File: config.mk
export PLATFORM = sky130hd
export DESIGN_NAME = five_bit_to_prefix_code_transcoder
export DESIGN_NICKNAME = d
export VERILOG_FILES = /design/src/hw/rtl/fbpc_pkg.sv /design/src/hw/rtl/fbpc_match.sv /design/src/hw/rtl/five_bit_to_prefix_code_transcoder.sv
export SDC_FILE = /design/constraint.sdc
export NUM_CORES = 1
export LEC_CHECK = 0
export ABC_AREA = 1
export BUFFER_PORTS_ARGS = -buffer_cell sky130_fd_sc_hd__buf_2
export CORE_MARGIN = 3
export CORE_UTILIZATION = 65
export DETAILED_ROUTE_END_ITERATION = 10
export GPL_ROUTABILITY_DRIVEN = 0
export PLACE_DENSITY_LB_ADDON = 0.12
export REMOVE_ABC_BUFFERS = 1
export SLEW_MARGIN = 20
export SYNTH_ARGS = -nofsm -noshare
export SYNTH_HDL_FRONTEND = slang
export SYNTH_SLANG_ARGS = --single-unit
File: constraint.sdc
create_clock -name clock -period 6.9 [get_ports clock]
set_input_delay 0.345 -clock clock [delete_from_list [all_inputs] [get_ports clock]]
set_output_delay 0.345 -clock clock [all_outputs]
set_load 0.01 [all_outputs]
File: src/hw/rtl/fbpc_pkg.sv
// ----------------------------------------------------------------------------
// fbpc_pkg
// Shared types, code tables and helpers of the five-bit to prefix-code
// transcoder.
// ----------------------------------------------------------------------------
package fbpc_pkg;

   localparam int NUM_CODES = 32;
   localparam int HEAD_BITS = 8;
   localparam int BUF_BITS  = 12;
   localparam int SYM_BITS  = 5;
   localparam int MAX_CHARS = 4;

   // result of one lookup at the head of the bit buffer
   typedef struct packed {
      logic       hit;
      logic [3:0] len;
      logic [6:0] ch;
   } match_type;

   // five-bit symbol of an input character
   typedef struct packed {
      logic       ok;
      logic [4:0] code;
   } sym_type;

   // prefix code: length, code word and decoded character of each entry
   localparam logic [3:0] PC_LEN [NUM_CODES] = '{
      4'd6, 4'd8, 4'd4, 4'd4, 4'd3, 4'd5, 4'd8, 4'd6,
      4'd4, 4'd8, 4'd4, 4'd5, 4'd8, 4'd8, 4'd5, 4'd3,
      4'd8, 4'd4, 4'd5, 4'd5, 4'd8, 4'd8, 4'd6, 4'd8,
      4'd8, 4'd8, 4'd3, 4'd6, 4'd6, 4'd8, 4'd6, 4'd6
   };

   localparam logic [7:0] PC_CODE [NUM_CODES] = '{
      8'h25, 8'h9A, 8'h05, 8'h01, 8'h06, 8'h09, 8'h9B, 8'h10,
      8'h07, 8'h98, 8'h06, 8'h04, 8'h99, 8'h9E, 8'h05, 8'h07,
      8'h9F, 8'h08, 8'h06, 8'h07, 8'h9C, 8'h9D, 8'h02, 8'h92,
      8'h93, 8'h90, 8'h05, 8'h11, 8'h03, 8'h91, 8'h00, 8'h01
   };

   localparam logic [6:0] PC_CHAR [NUM_CODES] = '{
      7'h41, 7'h42, 7'h43, 7'h44, 7'h45, 7'h46, 7'h47, 7'h48,
      7'h49, 7'h4A, 7'h4B, 7'h4C, 7'h4D, 7'h4E, 7'h4F, 7'h50,
      7'h51, 7'h52, 7'h53, 7'h54, 7'h55, 7'h56, 7'h57, 7'h58,
      7'h59, 7'h5A, 7'h20, 7'h2E, 7'h2C, 7'h2D, 7'h27, 7'h3F
   };

   // character to five-bit symbol, ok low for characters outside the set
   function automatic sym_type five_bit_code(input logic [7:0] c);
      sym_type    s;
      logic [7:0] diff;
      diff   = c - 8'h41;
      s.ok   = 1'b1;
      s.code = diff[4:0];
      case (c) inside
         [8'h41:8'h5A]: s.code = diff[4:0];
         8'h20:         s.code = 5'd26;
         8'h2E:         s.code = 5'd27;
         8'h2C:         s.code = 5'd28;
         8'h2D:         s.code = 5'd29;
         8'h27:         s.code = 5'd30;
         8'h3F:         s.code = 5'd31;
         default: begin
            s.ok   = 1'b0;
            s.code = 5'd0;
         end
      endcase
      return s;
   endfunction

endpackage

File: src/hw/rtl/fbpc_match.sv
// ----------------------------------------------------------------------------
// fbpc_match
// Prefix code lookup on the oldest bits of the buffer; the one shared unit
// that the sequencer runs once per decoded character.
// ----------------------------------------------------------------------------
module fbpc_match
   import fbpc_pkg::*;
(
   input  logic [HEAD_BITS-1:0] head,
   input  logic [3:0]           count,
   output match_type            result
);

   // compare every code word against the head, code is prefix free
   always_comb begin
      logic [HEAD_BITS-1:0] shifted;
      logic [3:0]           sh;
      result.hit = 1'b0;
      result.len = 4'd0;
      result.ch  = 7'd0;
      for (int i = 0; i < NUM_CODES; i++) begin
         sh      = 4'(HEAD_BITS) - PC_LEN[i];
         shifted = head >> sh;
         if (shifted == PC_CODE[i] && PC_LEN[i] <= count) begin
            result.hit = 1'b1;
            result.len = PC_LEN[i];
            result.ch  = PC_CHAR[i];
         end
      end
   end

endmodule

File: src/hw/rtl/five_bit_to_prefix_code_transcoder.sv
// ----------------------------------------------------------------------------
// five_bit_to_prefix_code_transcoder
// Turns characters into five-bit symbols, appends them to a bit buffer and decodes
// it against a fixed prefix code, one character per cycle while not stalled.
// ----------------------------------------------------------------------------
// Path: a symbol passes the bit buffer, the held character and the result register.
// Occupancy: an item giving k results (k up to 5) keeps req_stall high until the
//   sequencer is back in idle; the single prefix matcher decodes one code a cycle while not stalled.
// Reset: synchronous; clears the bit buffer, the sequencer and the result valid
//   flag; the block is ready to take a transaction as soon as reset is released.
// ----------------------------------------------------------------------------
module five_bit_to_prefix_code_transcoder
   import fbpc_pkg::*;
(
   input  logic       clock,
   input  logic       reset,
   input  logic       req_valid,
   output logic       req_stall,
   input  logic [7:0] req_in_char,
   input  logic       req_has_char,
   input  logic       req_end_of_line,
   output logic       rsp_valid,
   input  logic       rsp_stall,
   output logic [6:0] rsp_out_char,
   output logic       rsp_is_newline,
   output logic       rsp_last
);

   typedef enum logic [1:0] {
      ST_IDLE,
      ST_DECODE,
      ST_NEWLINE
   } state_type;

   state_type            state_ff, state_in;
   logic [BUF_BITS-1:0]  buf_ff, buf_in;
   logic [3:0]           cnt_ff, cnt_in;
   logic [2:0]           n_ff, n_in;
   logic                 eol_ff, eol_in;
   logic                 held_v_ff, held_v_in;
   logic [6:0]           held_ch_ff, held_ch_in;
   logic                 rsp_valid_ff, rsp_valid_in;
   logic [6:0]           rsp_char_ff, rsp_char_in;
   logic                 rsp_nl_ff, rsp_nl_in;
   logic                 rsp_last_ff, rsp_last_in;

   match_type            mt;
   sym_type              sym;
   logic                 adv;
   logic                 take;

   // shared matcher on the oldest bits, buffer is kept left aligned
   fbpc_match u_match (
      .head   (buf_ff[BUF_BITS-1 -: HEAD_BITS]),
      .count  (cnt_ff),
      .result (mt)
   );

   assign sym       = five_bit_code(req_in_char);
   assign adv       = !rsp_valid_ff || !rsp_stall;
   assign req_stall = (state_ff != ST_IDLE);

   // sequencer next state
   always_comb begin
      state_in     = state_ff;
      buf_in       = buf_ff;
      cnt_in       = cnt_ff;
      n_in         = n_ff;
      eol_in       = eol_ff;
      held_v_in    = held_v_ff;
      held_ch_in   = held_ch_ff;
      rsp_valid_in = rsp_valid_ff && rsp_stall;
      rsp_char_in  = rsp_char_ff;
      rsp_nl_in    = rsp_nl_ff;
      rsp_last_in  = rsp_last_ff;
      take         = 1'b0;
      case (state_ff)
         ST_IDLE: begin
            // new transaction: append its symbol below the pending bits
            if (req_valid) begin
               eol_in   = req_end_of_line;
               n_in     = 3'd0;
               state_in = ST_DECODE;
               if (req_has_char && sym.ok) begin
                  buf_in = buf_ff | ({sym.code, {(BUF_BITS-SYM_BITS){1'b0}}} >> cnt_ff);
                  cnt_in = cnt_ff + 4'(SYM_BITS);
               end
            end
         end
         ST_DECODE: begin
            if (adv) begin
               take = mt.hit && (n_ff != 3'(MAX_CHARS));
               // the held character goes out once its successor is known
               if (held_v_ff) begin
                  rsp_valid_in = 1'b1;
                  rsp_char_in  = held_ch_ff;
                  rsp_nl_in    = 1'b0;
                  rsp_last_in  = !take && !eol_ff;
               end
               if (take) begin
                  held_v_in  = 1'b1;
                  held_ch_in = mt.ch;
                  buf_in     = buf_ff << mt.len;
                  cnt_in     = cnt_ff - mt.len;
                  n_in       = n_ff + 3'd1;
               end else begin
                  held_v_in = 1'b0;
                  state_in  = eol_ff ? ST_NEWLINE : ST_IDLE;
               end
            end
         end
         ST_NEWLINE: begin
            // drop leftover bits and close the line
            if (adv) begin
               rsp_valid_in = 1'b1;
               rsp_char_in  = 7'd0;
               rsp_nl_in    = 1'b1;
               rsp_last_in  = 1'b1;
               buf_in       = '0;
               cnt_in       = 4'd0;
               state_in     = ST_IDLE;
            end
         end
         default: state_in = ST_IDLE;
      endcase
   end

   // state and registered outputs
   always_ff @(posedge clock) begin
      if (reset) begin
         state_ff     <= ST_IDLE;
         buf_ff       <= '0;
         cnt_ff       <= 4'd0;
         n_ff         <= 3'd0;
         eol_ff       <= 1'b0;
         held_v_ff    <= 1'b0;
         rsp_valid_ff <= 1'b0;
      end else begin
         state_ff     <= state_in;
         buf_ff       <= buf_in;
         cnt_ff       <= cnt_in;
         n_ff         <= n_in;
         eol_ff       <= eol_in;
         held_v_ff    <= held_v_in;
         rsp_valid_ff <= rsp_valid_in;
      end
      held_ch_ff  <= held_ch_in;
      rsp_char_ff <= rsp_char_in;
      rsp_nl_ff   <= rsp_nl_in;
      rsp_last_ff <= rsp_last_in;
   end

   assign rsp_valid      = rsp_valid_ff;
   assign rsp_out_char   = rsp_char_ff;
   assign rsp_is_newline = rsp_nl_ff;
   assign rsp_last       = rsp_last_ff;

   // held character exists only while decoding
   a_held_in_decode: assert property (@(posedge clock) disable iff (reset)
      held_v_ff |-> (state_ff == ST_DECODE))
      else $error("held character outside decode");

   // buffer never overflows its width
   a_cnt_range: assert property (@(posedge clock) disable iff (reset)
      cnt_ff <= 4'(BUF_BITS))
      else $error("bit count beyond buffer");

   // newline result is always the last one, with a zero character
   a_newline_last: assert property (@(posedge clock) disable iff (reset)
      (rsp_valid_ff && rsp_nl_ff) |-> (rsp_last_ff && rsp_char_ff == 7'd0))
      else $error("newline result malformed");

   // at most four characters per transaction
   a_char_limit: assert property (@(posedge clock) disable iff (reset)
      n_ff <= 3'(MAX_CHARS))
      else $error("too many characters for one transaction");

endmodule

Word-level counts from Yosys, hierarchy flattened
Cells that the tools add are included.

storage, ports and cells
  bits of input ports = 14
  register bits = 40
  logic and storage cells = 219
  output and inout bits = 11

operators by class
  bitwise logic cells = 1
  mux-type cells = 84
  shift operators = 2
  order comparisons = 7
  equal/unequal tests = 47
  reductions and logical operators = 59
  $add $sub $neg = 4

operators by type and width
  cell                                                  number
  two-way mux 12 bit                                    37
  equality test 8 bit (second input constant)           12
  equality test 8 x 6 -> 1 bit (second input constant)  6
  logical AND 1 bit                                     37
  case mux 12 bit (3 select lines)                      1
  two-way mux 5 bit                                     7
  two-way mux 7 bit                                     3
  equality test 5 x 3 -> 1 bit (second input constant)  4
  two-way mux 4 bit                                     5
  two-way mux 1 bit                                     16
  != test 2 bit (second input constant)                 7
  case mux 7 bit (2 select lines)                       1
  equality test 4 x 3 -> 1 bit (second input constant)  3
  equality test 6 x 2 -> 1 bit (second input constant)  2
  equality test 6 x 5 -> 1 bit (second input constant)  2
  <= comparator 3 x 4 -> 1 bit (first input constant)   3
  OR 12 bit                                             1
  case mux 4 bit (3 select lines)                       1
  AND reduction 4 bit                                   3
  left shift 12 x 4 -> 12 bit                           1
  right shift 12 x 4 -> 12 bit                          1
  two-way mux 2 bit                                     5
  equality test 3 bit (second input constant)           3
  two-way mux 3 bit                                     3
  32 further kinds                                      40

Longest topological paths before layout
Gate-level depths: netlist of the first run.

  depth after elaboration = 40
  gate-level depth with buffers = 18
  gate-level depth less buffers = 18

By module
From an unflattened synthesis of the first run, not the netlist that was laid out.

second synthesis, totals
  cell total of the unflattened synthesis = 593
  area total of the unflattened synthesis = 3,652.3 sq um

by module, submodules not included
  module                              area each (sq um)  sequential area each (sq um)  cells each  times used
  five_bit_to_prefix_code_transcoder  2,909.0            960.9                         435         1
  fbpc_match                          743.2              0.0                           158         1

Least setup slack after synthesis of the first run
OpenSTA, ideal clock, no wires.

  path kind = register -> register
  start point = register buf_ff[11]
  end point = register cnt_ff[3]
  clock period less this slack = 2.538 ns
  setup slack = 4.362 ns
  stages on the path, launching flop included = 18
  setup time = 0.071 ns
  path buffers = 2
  arrival = 2.468 ns
  required time = 6.829 ns
  cells stage by stage = dfxtp_1 buf_2 nor2_1 nand3_1 nor2_1 nor2_1 nand4_1 nor2_1 nand4_1 buf_2 nand2_1 ha_1 a21oi_1 o21ai_0 xor2_1 xnor2_1 nand2_1 a21oi_1

on the way
  longest elaborated chain between the ends = 38
  elaborated cells between the ends (all ways) = 103
  those cells by class = 1 x add/sub; 32 x eq/ne; 35 x mux; 35 x reduce/logical

RTL lines
  item                               line                                       text
  start: declaration                 five_bit_to_prefix_code_transcoder.sv:36   logic [BUF_BITS-1:0] buf_ff, buf_in;
  start signal: assignment           five_bit_to_prefix_code_transcoder.sv:140  buf_ff <= buf_in;
  equality test 6 bit                fbpc_match.sv:24                           if (shifted == PC_CODE[i] && PC_LEN[i] <= count) begin
  logical AND 1 bit                  fbpc_match.sv:24
  two-way mux 12 bit (31 in series)  fbpc_match.sv:24
  two-way mux 12 bit *               fbpc_match.sv:24
  subtractor 4 bit                   five_bit_to_prefix_code_transcoder.sv:104  cnt_in = cnt_ff - mt.len;
  two-way mux 4 bit                  five_bit_to_prefix_code_transcoder.sv:100  if (take) begin
  two-way mux 4 bit                  five_bit_to_prefix_code_transcoder.sv:91   if (adv) begin
  case mux 4 bit (3 select lines)    five_bit_to_prefix_code_transcoder.sv:77   case (state_ff)
  end signal: assignment             five_bit_to_prefix_code_transcoder.sv:141  cnt_ff <= cnt_in;
  end: declaration                   five_bit_to_prefix_code_transcoder.sv:37   logic [3:0] cnt_ff, cnt_in;

Mark *: on every way between the ends. The rest lies on a longest branch, timed or not. The select of a mux whose other input is x is not followed.
A chain may end at the register's enable or synchronous reset.

Final worst setup path of the first run
  start point = register cnt_ff[3]
  end point = register cnt_ff[3]

on the way
  longest elaborated chain between the ends = 38
  elaborated cells between the ends (all ways) = 79
  those cells by class = 2 x add/sub; 5 x order compare; 1 x eq/ne; 37 x mux; 34 x reduce/logical

RTL lines
  item                               line
  <= comparator 3 x 4 -> 1 bit       fbpc_match.sv:24
  logical AND 1 bit                  fbpc_match.sv:24
  two-way mux 12 bit (32 in series)  fbpc_match.sv:24
  subtractor 4 bit                   five_bit_to_prefix_code_transcoder.sv:104
  two-way mux 4 bit                  five_bit_to_prefix_code_transcoder.sv:100
  two-way mux 4 bit                  five_bit_to_prefix_code_transcoder.sv:91
  case mux 4 bit (3 select lines)    five_bit_to_prefix_code_transcoder.sv:77

Several ways; a longest one is shown, not always the timed one. The select of a mux whose other input is x is not followed.

==> metrics.csv, run 1 <==
stage,metric,value,unit
global_route,grt_antenna_before_repair,0,
global_route,grt_remaining_overflow,0,
status,run_status,finished clean,
drt,totalWireLength,11.6,mm
synth,netlist_top_cells_area,"nand2_1 19%, dfxtp_1 12%, edfxtp_1 12%",
global_route,via_count_of_the_first_global_routing_pass,4411,
timing,achievable-frequency,272,MHz
timing,timing.setup.tns,0,ns
timing,finalCriticalPeriod,3.67,ns
critical_path,worst_r2r_end,cnt_ff[3],
clock_network,clk_transition_reported_paths,0.10,ns
clock_network,cts_tree,yes,
drt,drc,0,
die,overall_die_width,84.7,um
power_and_ir_drop,cellPowerDensity,256,nW/um^2
synth,synthesis.instances,671,
global_route,first_pass_grt_wire_length,19.7,mm
clock_network,cts_resized,0,
die,top_level_ports,25,
finish,layout.area.seq,961,sq um
critical_path,highest_net_fanout_along_the_worst_path,16,
power_and_ir_drop,p_sw,0.527,mW
clock_network,clock-root-buffer,clkbuf_8,
power_and_ir_drop,ir_drop,169,uV
critical_path,data_arrival_critical_path,3.90,ns
worst_hold_path,worst_hold_path_type,input port to flip-flop,
drt,routed-via-count,4636,
clock_network,postCtsHoldBufs,0,
finish,ratio_of_cells_with_drive_above_1_in_the_final_layout,10.7,%
finish,area.growth.synth_to_final,5.31,%
drt,via_per_inst,6.10,
worst_hold_path,timing.hold.worst_endpoint,eol_ff,
power_and_ir_drop,seq_power_share,32.2,%
placement,dpl-instance-area,4130,sq um
power_and_ir_drop,power.static_leakage,2.25,nW
clock_network,htree_levels,2,
timing,slew_violations,0,
finish,num_antenna_cells,0,
synth,number_of_synthesized_flops_with_an_enable_pin,16,
clock_network,clock_sink_count,40,
timing,report.final.setup_viol,0,
die,dieHeight,84.7,um
finish,fillCellCount,542,
drt,drt_iter0_drc,606,
drt,post_drt_wl_per_cell,15.3,um
critical_path,crit_path_end_kind,flip-flop,
critical_path,regToRegSetupSlack,3.23,ns
critical_path,setup.worst_path.start_class,flip-flop,
clock_network,clk-insertion-delay-late,0.31,ns
synth,async_flop_share,0,%
drt,drt-pass1-iter-count,6,
global_route,grt_usage,33.3,%
power_and_ir_drop,power.share.clock,19.3,%
power_and_ir_drop,cell_internal_pwr,0.560,mW
global_route,largest_net_degree_at_the_start_of_global_routing,23,
die,floorplan.initialDensity,67.6,%
synth,synthDominantCellAreaShare,19.0,%
critical_path,reg2regPathDepth,16,
critical_path,setup.worst_path.class,flip-flop to flip-flop,
critical_path,max_stage_delay,0.54,ns
clock_network,largest_buffer_count_on_any_clock_path,2,
synth,syn_area_per_cell,6.00,sq um
flow_run,drv.max_cap_violation_count,0,
die,die_footprint,7180,sq um
clock_network,post_cts_buffers,0,
synth,synth_top_area_cell,nand2_1,
finish,finalInstanceArea,4240,sq um
synth,yosys_warnings,0,
power_and_ir_drop,switching_share,48.5,%
worst_hold_path,hold_path.startpoint,req_end_of_line,
finish,design.final.nets,712,
critical_path,cpMostUsedCell,nand2_1,
worst_hold_path,timing.hold.worst_path_depth,3,
drt,final_antenna_net_count,0,
finish,layout_common_cells,"204 x nand2_1, 92 x nand3_1, 78 x inv_1",
timing,timing_hold_violations_final,0,
timing,rsz0062_at_grt,false,
critical_path,required,7.13,ns
die,floorplan.core_area,5960,sq um
critical_path,cells_along_the_critical_path,nor2_2 > nand2_1 > nand2_2 > nor2_4 > nor2_8 > nand2_1 > nor2_1 > nand4_1 > nand2_1 > ha_1 > a21oi_1 > o21ai_0 > xor2_1 > xnor2_1 > nand2_1 > a21oi_1,
timing,tightest_slew,0.841,ns
placement,hpwlAfterDp,8.65,mm
finish,area_taken_by_multi_input_logic_gates,2630,sq um
synth,dominantRegCellSynth,dfxtp_1,
synth,synth_seq_cells,40,
critical_path,critPathSlowestCell,dfxtp_1,
placement,io_buffer_count,24,
critical_path,beginning_of_the_worst_register_to_register_path,cnt_ff[3],
timing,layout_worst_path_cycle_share,53.2,%
finish,mostFrequentLayoutCell,nand2_1,
synth,syn_area,4030,sq um
synth,synth.yosys.seq_area_share,23.9,%
timing,worst_clock_skew,0.0131,ns
synth,synth_cell_type_count,38,
timing,timing.max_slew.rel_slack,43.9,%
clock_network,numCtsBuffers,5,
die,fp-row-count,28,
power_and_ir_drop,power.combinational.fraction,48.5,%
[sequential cells by signal (all words and copies together), names as in the netlist]
signal,cells
held_v_ff,1
held_ch_ff,7
rsp_is_newline,1
n_ff,3
rsp_last,1
eol_ff,1
rsp_valid,1
state_ff,2
cnt_ff,4
rsp_out_char,7
buf_ff,12
[power by group through the flow]
stage	Combinational, mW	Clock (mW)	Sequential, mW
after detailed placement	0.507	0	0.351
after global placement	0.495	0	0.348
after CTS	0.512	0.208	0.346
final	0.527	0.209	0.350
after floorplan	0.391	0	0.336
after global routing	0.597	0.215	0.353
[critical path: cells and delay by family, from the launching register on]
kind	cells	cell delay, ns
fa+ha+maj	1	0.29
flops	1	0.54
simple gates	10	1.95
xor+xnor	2	0.39
compound gates	3	0.43
[how the worst max path moves through the flow]
| stage | start | endpoint |
|---|---|---|
| floorplan | cnt_ff[3] | cnt_ff[3] |
| global placement | cnt_ff[3] | cnt_ff[3] |
| detailed placement | cnt_ff[3] | cnt_ff[3] |
| CTS | cnt_ff[3] | cnt_ff[3] |
| global route | cnt_ff[3] | cnt_ff[3] |
| finish | cnt_ff[3] | cnt_ff[3] |
[synth_stat cells, types with 2 or more instances]
cell / instances
inv_2: 7
buf_2: 10
clkbuf_1: 2
buf_6: 3
o2111ai_1: 2
dfxtp_1: 24
nand2_2: 7
o21ai_0: 12
nand3_1: 92
buf_4: 3
clkinv_1: 2
edfxtp_1: 16
nand4_1: 33
nor3_2: 2
xnor2_1: 2
a21oi_1: 35
nor4_1: 2
nand3_2: 5
ha_1: 13
nand2_1: 204
nand3b_1: 2
inv_1: 78
nand3_4: 2
o21ai_1: 2
nor2_1: 75
nor3_1: 11
nor2_2: 7
xor2_1: 3
nor2_4: 6
[per-stage QoR]
stage	instances	setup slack, ns	util [%]	total power, mW	hold WS (ns)
global placement	752	3.71	69.3	0.843	0.463
floorplan	653	4.10	-	0.727	0.414
finish	760	3.23	71.2	1.09	0.310
detailed placement	752	3.49	69.3	0.859	0.475
CTS	760	3.41	71.2	1.07	0.310
global route	760	2.98	71.2	1.17	0.321
[cell type report]
type	count	area share (%)
clock inverter	3	1.06
tap	75	2.21
sequential	40	22.7
timing repair buffer	24	2.83
clock buffer	5	1.62
multi-input combinational	526	61.9
inverter	87	7.70
[cells by family (layout without fill, tap and decap cells)]
family / after synthesis / count (layout) / share of synthesized area (%)
flops: 40 / 40 / 23.9
fa+ha+maj: 14 / 14 / 4.54
xor+xnor: 5 / 5 / 1.09
compound gates: 54 / 54 / 7.21
buf+inv: 105 / 119 / 10.9
simple gates: 453 / 453 / 52.4
[per-layer routing]
layer / track usage, % / vias up / routed length (um)
met5: 0 / - / 0
met4: 17.1 / 0 / 738
met3: 6.28 / 95 / 1230
met2: 53.6 / 322 / 5060
met1: 42.3 / 1992 / 4610
li1: - / 2227 / -
No activity file was read; power rests on OpenSTA's default activity.
==> run 2: changes to the inputs <==
--- a/config.mk
+++ b/config.mk
@@ -5,10 +5,10 @@
 export SDC_FILE = /design/constraint.sdc
 export NUM_CORES = 1
 export LEC_CHECK = 0
-export ABC_AREA = 1
+export ABC_AREA = 0
 export BUFFER_PORTS_ARGS = -buffer_cell sky130_fd_sc_hd__buf_2
 export CORE_MARGIN = 3
-export CORE_UTILIZATION = 65
+export CORE_UTILIZATION = 56
 export DETAILED_ROUTE_END_ITERATION = 10
 export GPL_ROUTABILITY_DRIVEN = 0
 export PLACE_DENSITY_LB_ADDON = 0.12
==> constraint.sdc (replaced) <==
create_clock -name clock -period 3.1 [get_ports clock]
set_input_delay 0.155 -clock clock [delete_from_list [all_inputs] [get_ports clock]]
set_output_delay 0.155 -clock clock [all_outputs]
set_load 0.01 [all_outputs]
==> metrics.csv, run 2 <==
stage,metric,value,unit
status,run_status,finished clean,
timing,slew_violations,0,
drt,drt-pass1-iter-count,6,
synth,syn_area_per_cell,7.84,sq um
synth,synth_simple_gate_area_share,26.6,%
synth,synth_cell_type_count,81,
power_and_ir_drop,cellPowerDensity,309,nW/um^2
flow_run,drv.max_cap_violation_count,0,
global_route,via_count_of_the_first_global_routing_pass,3727,
timing,timing_hold_violations_final,0,
placement,dpl-instance-area,4180,sq um
clock_network,clk_transition_reported_paths,0.08,ns
die,floorplan.core_area,6530,sq um
synth,syn_area,3870,sq um
critical_path,worst-path-buf-inv,3,
power_and_ir_drop,post-layout-total-power,1.33,mW
synth,async_flop_share,0,%
drt,drc,0,
drt,totalWireLength,11.2,mm
synth,synthDominantCellAreaShare,12.4,%
worst_hold_path,worst_hold_path_type,input port to flip-flop,
critical_path,crit_path_end_kind,flip-flop,
die,top_level_ports,25,
critical_path,data_arrival_critical_path,3.19,ns
global_route,largest_net_degree_at_the_start_of_global_routing,26,
critical_path,critPathSlowestCell,a311oi_1,
critical_path,setup.worst_path.start_class,flip-flop,
timing,layout_worst_path_cycle_share,97.0,%
placement,hpwlAfterDp,8.39,mm
drt,post_drt_wl_per_cell,18.6,um
timing,timing.max_slew.rel_slack,39.5,%
critical_path,max_stage_delay,0.49,ns
clock_network,largest_buffer_count_on_any_clock_path,2,
timing,worst_clock_skew,0.0131,ns
die,die_footprint,7950,sq um
drt,via_per_inst,6.77,
timing,rsz0062_at_grt,false,
placement,io_buffer_count,24,
synth,number_of_synthesized_flops_with_an_enable_pin,16,
clock_network,post_cts_buffers,0,
finish,core_occupancy_in_the_finished_layout,65.9,%
critical_path,highest_net_fanout_along_the_worst_path,11,
drt,drt_iter0_drc,473,
clock_network,postCtsHoldBufs,0,
finish,area.growth.synth_to_final,11.0,%
synth,synthesis.instances,494,
synth,post_synth_xor_area_fraction,1.58,%
timing,timing.setup.tns,0,ns
synth,synth_compound_area_share,28.5,%
critical_path,cells_along_the_critical_path,buf_4 > buf_4 > nand4bb_1 > nand2_1 > nand2_1 > buf_4 > mux2i_1 > mux2i_1 > a311oi_1 > a21boi_0 > a21boi_1,
clock_network,clock_sink_count,40,
finish,layout_common_cells,"43 x nor2_1, 43 x nand2_1, 35 x buf_4",
critical_path,cpMostUsedCell,buf_4,
finish,layout.area.seq,961,sq um
clock_network,clk-insertion-delay-late,0.31,ns
global_route,first_pass_grt_wire_length,17.9,mm
critical_path,required,3.28,ns
timing,achievable-frequency,333,MHz
finish,largest_register,buf_ff,
synth,synth.yosys.seq_area_share,24.8,%
global_route,grt_usage,28.5,%
die,dieHeight,89.2,um
timing,tightest_slew,0.898,ns
timing,finalCriticalPeriod,3.01,ns
die,floorplan.initialDensity,59.3,%
synth,yosys_warnings,0,
critical_path,timing.critical_path.max_delay_family,compound AO/OA/AOI/OAI gates,
synth,synth_commonest_cells,"43 x nand2_1, 43 x nor2_1, 28 x o21ai_0",
timing,hold_slack_final,0.113,ns
synth,netlist_top_cells_area,"dfxtp_1 12%, edfxtp_1 12%, mux2i_1 5.2%",
power_and_ir_drop,ir_drop,184,uV
finish,largest_reg_flops,12,
global_route,grt_antenna_before_repair,0,
finish,design.final.nets,552,
synth,synth_top_family_by_area,compound AO/OA/AOI/OAI gates,
clock_network,cts_tree,yes,
die,fp-row-count,29,
die,overall_die_width,89.2,um
power_and_ir_drop,power.static_leakage,1.66,nW
finish,finalInstanceArea,4300,sq um
finish,area_taken_by_multi_input_logic_gates,2650,sq um
clock_network,clock-root-buffer,clkbuf_8,
drt,routed-via-count,4075,
timing,report.final.setup_viol,0,
clock_network,numCtsBuffers,5,
synth,post_synth_fa_ha_maj_area_fraction,4.97,%
critical_path,setup.worst_path.class,flip-flop to flip-flop,
global_route,grt_remaining_overflow,0,
finish,num_antenna_cells,0,
finish,fillCellCount,571,
synth,synth_seq_cells,40,
drt,final_antenna_net_count,0,
synth,muxShareOfSynthArea,6.33,%
finish,ratio_of_cells_with_drive_above_1_in_the_final_layout,18.9,%
synth,dominantRegCellSynth,dfxtp_1,
clock_network,htree_levels,2,
synth,synth_top_area_cell,dfxtp_1,
[run 2: through the flow]
stage	worst slack [ns]	cells
floorplan	-0.229	458
global placement	0.225	594
detailed placement	0.145	594
CTS	0.107	602
global route	0.0370	602
finish	0.0932	602
[run 2: kinds of logic after synthesis]
group / count (synthesis)
and+or+nand+nor: 193
muxes: 24
DFF: 40
AOI/OAI and AO/OA: 152
buffers and inverters: 63
adders and majority gates: 15
xor gates and xnor gates: 7
[run 2: power breakdown]
group          internal, mW  switching (mW)
Combinational         0.120           0.208
Clock                 0.238           0.201
Sequential            0.554         0.00996
Total                 0.912           0.419
[run 2: layout make-up]
cell class / count / area share (%)
Clock buffer: 5 / 1.60
Multi-Input combinational cell: 391 / 61.5
Inverter: 27 / 2.41
Sequential cell: 40 / 22.3
Clock inverter: 3 / 0.989
Tap cell: 77 / 2.24
Timing Repair Buffer: 59 / 8.90
[run 2: routing by layer]
| metal | vias to the layer above | GRT usage, % | wire length (um) |
|---|---|---|---|
| li1 | 1915 | - | - |
| met1 | 1868 | 37.3 | 4730 |
| met2 | 243 | 44.4 | 5040 |
| met3 | 49 | 7.28 | 1030 |
| met4 | 0 | 11.8 | 385 |
| met5 | - | 0 | 0 |
[run 2: timing repair]
item,4_1_cts,5_1_grt
endpoints found under the setup margin,0,16
hold endpoints to repair,0,0
gates resized for setup,0,2
[run 2: worst min-delay path: stages]
cell and delay, ns:
buf_2 0.10, nand3_1 0.07, a21oi_1 0.06
[run 2: path summary, 6_finish.rpt]
kind / end / slack [ns] / cells past startpoint / startpoint
setup / recovery: buf_ff[8] / 0.09 / 11 / buf_ff[8]
hold / removal: eol_ff / 0.11 / 3 / req_end_of_line
setup reg to reg: buf_ff[8] / 0.09 / 11 / buf_ff[8]
hold reg to reg: eol_ff / 0.48 / 2 / eol_ff
==> run 3: changes to the inputs <==
--- a/config.mk
+++ b/config.mk
@@ -8,12 +8,12 @@
 export ABC_AREA = 0
 export BUFFER_PORTS_ARGS = -buffer_cell sky130_fd_sc_hd__buf_2
 export CORE_MARGIN = 3
-export CORE_UTILIZATION = 56
+export CORE_UTILIZATION = 55
 export DETAILED_ROUTE_END_ITERATION = 10
 export GPL_ROUTABILITY_DRIVEN = 0
 export PLACE_DENSITY_LB_ADDON = 0.12
 export REMOVE_ABC_BUFFERS = 1
-export SLEW_MARGIN = 20
 export SYNTH_ARGS = -nofsm -noshare
 export SYNTH_HDL_FRONTEND = slang
+export SYNTH_HIERARCHICAL = 1
 export SYNTH_SLANG_ARGS = --single-unit
==> metrics.csv, run 3 <==
stage,metric,value,unit
status,run_status,finished clean,
timing,finalCriticalPeriod,2.93,ns
finish,layout_common_cells,"41 x nor2_1, 36 x buf_4, 25 x inv_1",
synth,muxShareOfSynthArea,9.26,%
critical_path,worst-path-buf-inv,1,
synth,post_synth_xor_area_fraction,2.16,%
finish,num_antenna_cells,0,
critical_path,max_stage_delay,0.43,ns
placement,io_buffer_count,24,
global_route,gr-max-usage-layer,met2,
finish,mostFrequentLayoutCell,nor2_1,
clock_network,clk-insertion-delay-late,0.30,ns
clock_network,postCtsHoldBufs,0,
finish,largest_register,buf_ff,
placement,hpwlAfterDp,7.36,mm
timing,worst_clock_skew,0.00581,ns
critical_path,required,3.28,ns
global_route,grt_util_met3,3.41,%
power_and_ir_drop,cellPowerDensity,412,nW/um^2
global_route,grt_remaining_overflow,0,
finish,finalInstanceArea,4200,sq um
die,floorplan.initialDensity,57.2,%
finish,core_occupancy_in_the_finished_layout,65.8,%
critical_path,data_arrival_critical_path,3.11,ns
drt,totalWireLength,9.93,mm
power_and_ir_drop,power.static_leakage,1.67,nW
critical_path,highest_net_fanout_along_the_worst_path,23,
global_route,gr-usage-met2,44.7,%
critical_path,timing.critical_path.max_delay_family,compound AO/OA/AOI/OAI gates,
synth,synth.most_common_cell,nor2_1,
drt,drc,0,
clock_network,clock_sink_count,40,
global_route,grt_usage,26.8,%
synth,yosys_warnings,6,
synth,number_of_synthesized_flops_with_an_enable_pin,16,
global_route,via_count_of_the_first_global_routing_pass,3366,
synth,synth_compound_area_share,26.5,%
synth,netlist_top_cells_area,"dfxtp_1 13%, edfxtp_1 13%, mux2i_1 4.9%",
drt,via_per_inst,6.49,
flow_run,drv.max_cap_violation_count,0,
clock_network,cts_tree,yes,
timing,layout_worst_path_cycle_share,94.4,%
critical_path,setup.worst_path.class,flip-flop to flip-flop,
clock_network,clock-root-buffer,clkbuf_8,
critical_path,setup.worst_path.start_class,flip-flop,
finish,design.final.nets,506,
synth,synth_top_area_cell,dfxtp_1,
drt,post_drt_wl_per_cell,17.9,um
finish,largest_reg_flops,12,
drt,routed-via-count,3608,
global_route,met1_usage,36.3,%
timing,slew_violations,0,
die,overall_die_width,87.5,um
critical_path,critPathSlowestCell,o211ai_1,
finish,final_cell_count_no_fill,556,
placement,dpl-instance-area,4000,sq um
clock_network,largest_buffer_count_on_any_clock_path,2,
timing,achievable-frequency,342,MHz
drt,final_antenna_net_count,0,
finish,ratio_of_cells_with_drive_above_1_in_the_final_layout,21.3,%
drt,drt_iter0_drc,265,
synth,synth_cell_type_count,76,
die,die_footprint,7650,sq um
critical_path,cpMostUsedCell,a21boi_2,
synth,dominantRegCellSynth,dfxtp_1,
power_and_ir_drop,ir_drop,242,uV
global_route,grt_antenna_before_repair,0,
synth,synth_simple_gate_area_share,24.3,%
timing,hold_slack_final,0.124,ns
synth,synth_seq_cells,40,
die,dieHeight,87.5,um
placement,placedCellCount,545,
clock_network,htree_levels,2,
finish,area.growth.synth_to_final,15.2,%
critical_path,crit_path_end_kind,flip-flop,
drt,drt-pass1-iter-count,5,
synth,syn_area_per_cell,8.35,sq um
critical_path,cells_along_the_critical_path,o21a_1 > o211ai_1 > nor2_2 > a2111oi_4 > nand4_1 > a21boi_2 > nor2_1 > a211oi_2 > a21boi_2 > buf_6 > and3_1 > a2111oi_1,
clock_network,clk_transition_reported_paths,0.08,ns
worst_hold_path,worst_hold_path_type,input port to flip-flop,
synth,syn_area,3650,sq um
die,fp-row-count,29,
timing,tightest_slew,0.670,ns
timing,timing_hold_violations_final,0,
synth,synth.yosys.seq_area_share,26.3,%
global_route,first_pass_grt_wire_length,16.3,mm
synth,synthDominantCellAreaShare,13.2,%
die,top_level_ports,25,
global_route,largest_net_degree_at_the_start_of_global_routing,24,
synth,synthesis.instances,437,
timing,report.final.setup_viol,0,
synth,synth_top_family_by_area,compound AO/OA/AOI/OAI gates,
synth,synth_commonest_cells,"43 x nor2_1, 25 x inv_1, 24 x dfxtp_1",
clock_network,numCtsBuffers,5,
synth,post_synth_fa_ha_maj_area_fraction,5.01,%
synth,async_flop_share,0,%
timing,timing.max_slew.rel_slack,55.2,%
die,floorplan.core_area,6390,sq um
==> run 3: cell types whose count changed after synthesis, moves of 5 or more <==
cell	change
or4_1	-6
nand2_1	-21
nor2b_1	+9
o31ai_1	-5
mux4_2	+7
buf_2	-7
and2_1	+7
o21ai_0	-13
==> run 3: power breakdown <==
part	internal, mW	leakage (nW)	switching [mW]	total [mW]
Clock	0.290	0.0636	0.199	0.488
Combinational	0.258	1.26	0.380	0.638
Sequential	0.577	0.346	0.0300	0.607
==> run 3: per-layer routing <==
| layer | wire (um) | part of all wire (%) | up-vias |
|---|---|---|---|
| met2 | 4800 | 48 | 134 |
| met1 | 4400 | 44 | 1725 |
| li1 | - | - | 1731 |
| met3 | 558 | 5.6 | 18 |
| met5 | 0 | 0 | - |
| met4 | 169 | 1.7 | 0 |
==> run 3: cells by family after synthesis <==
kind of cell,after synthesis
adders and majority gates,14
DFF,40
muxes,25
and+or+nand+nor,166
buffers and inverters,53
AOI/OAI and AO/OA,130
xor gates and xnor gates,9
==> run 3: final cells by class <==
| class | instances | area (sq um) |
|---|---|---|
| sequential | 40 | 966 |
| clock inverter | 1 | 30.0 |
| timing repair buffer | 62 | 422 |
| tap | 77 | 96.3 |
| fill | 557 | 2180 |
| inverter | 25 | 93.8 |
| clock buffer | 7 | 97.6 |
| multi-input combinational | 344 | 2500 |
==> run 3: through the flow <==
step / setup WS [ns] / power (mW) / TNS [ns]
6_report: 0.173 / 1.73 / 0
3_5_place_dp: -0.0294 / 1.22 / -0.0294
3_3_place_gp: 0.112 / 1.21 / 0
2_1_floorplan: -0.722 / 1.02 / -5.59
5_1_grt: -0.0555 / 1.82 / -0.0775
4_1_cts: 0.0345 / 1.71 / 0
==> run 3: path summary, 6_finish.rpt <==
path	endpoint	slack, ns	startpoint	cells after the start
worst min register to register	held_v_ff	0.50	held_v_ff	2
worst min-delay path	eol_ff	0.12	req_end_of_line	3
worst max register to register	buf_ff[6]	0.17	cnt_ff[0]	12
worst max-delay path	buf_ff[6]	0.17	cnt_ff[0]	12
==> run 3: worst min-delay path, stage by stage <==
cell and delay [ns]:
buf_2 0.09, nand3_1 0.07, a21oi_1 0.06
==> run 3: timing repair <==
| item | CTS | global route |
|---|---|---|
| endpoints found under the hold margin | 0 | 0 |
| setup endpoints to repair | 2 | 18 |
| buffers inserted | 0 | 3 |
| pin swaps | 0 | 5 |
| resized for setup | 3 | 15 |
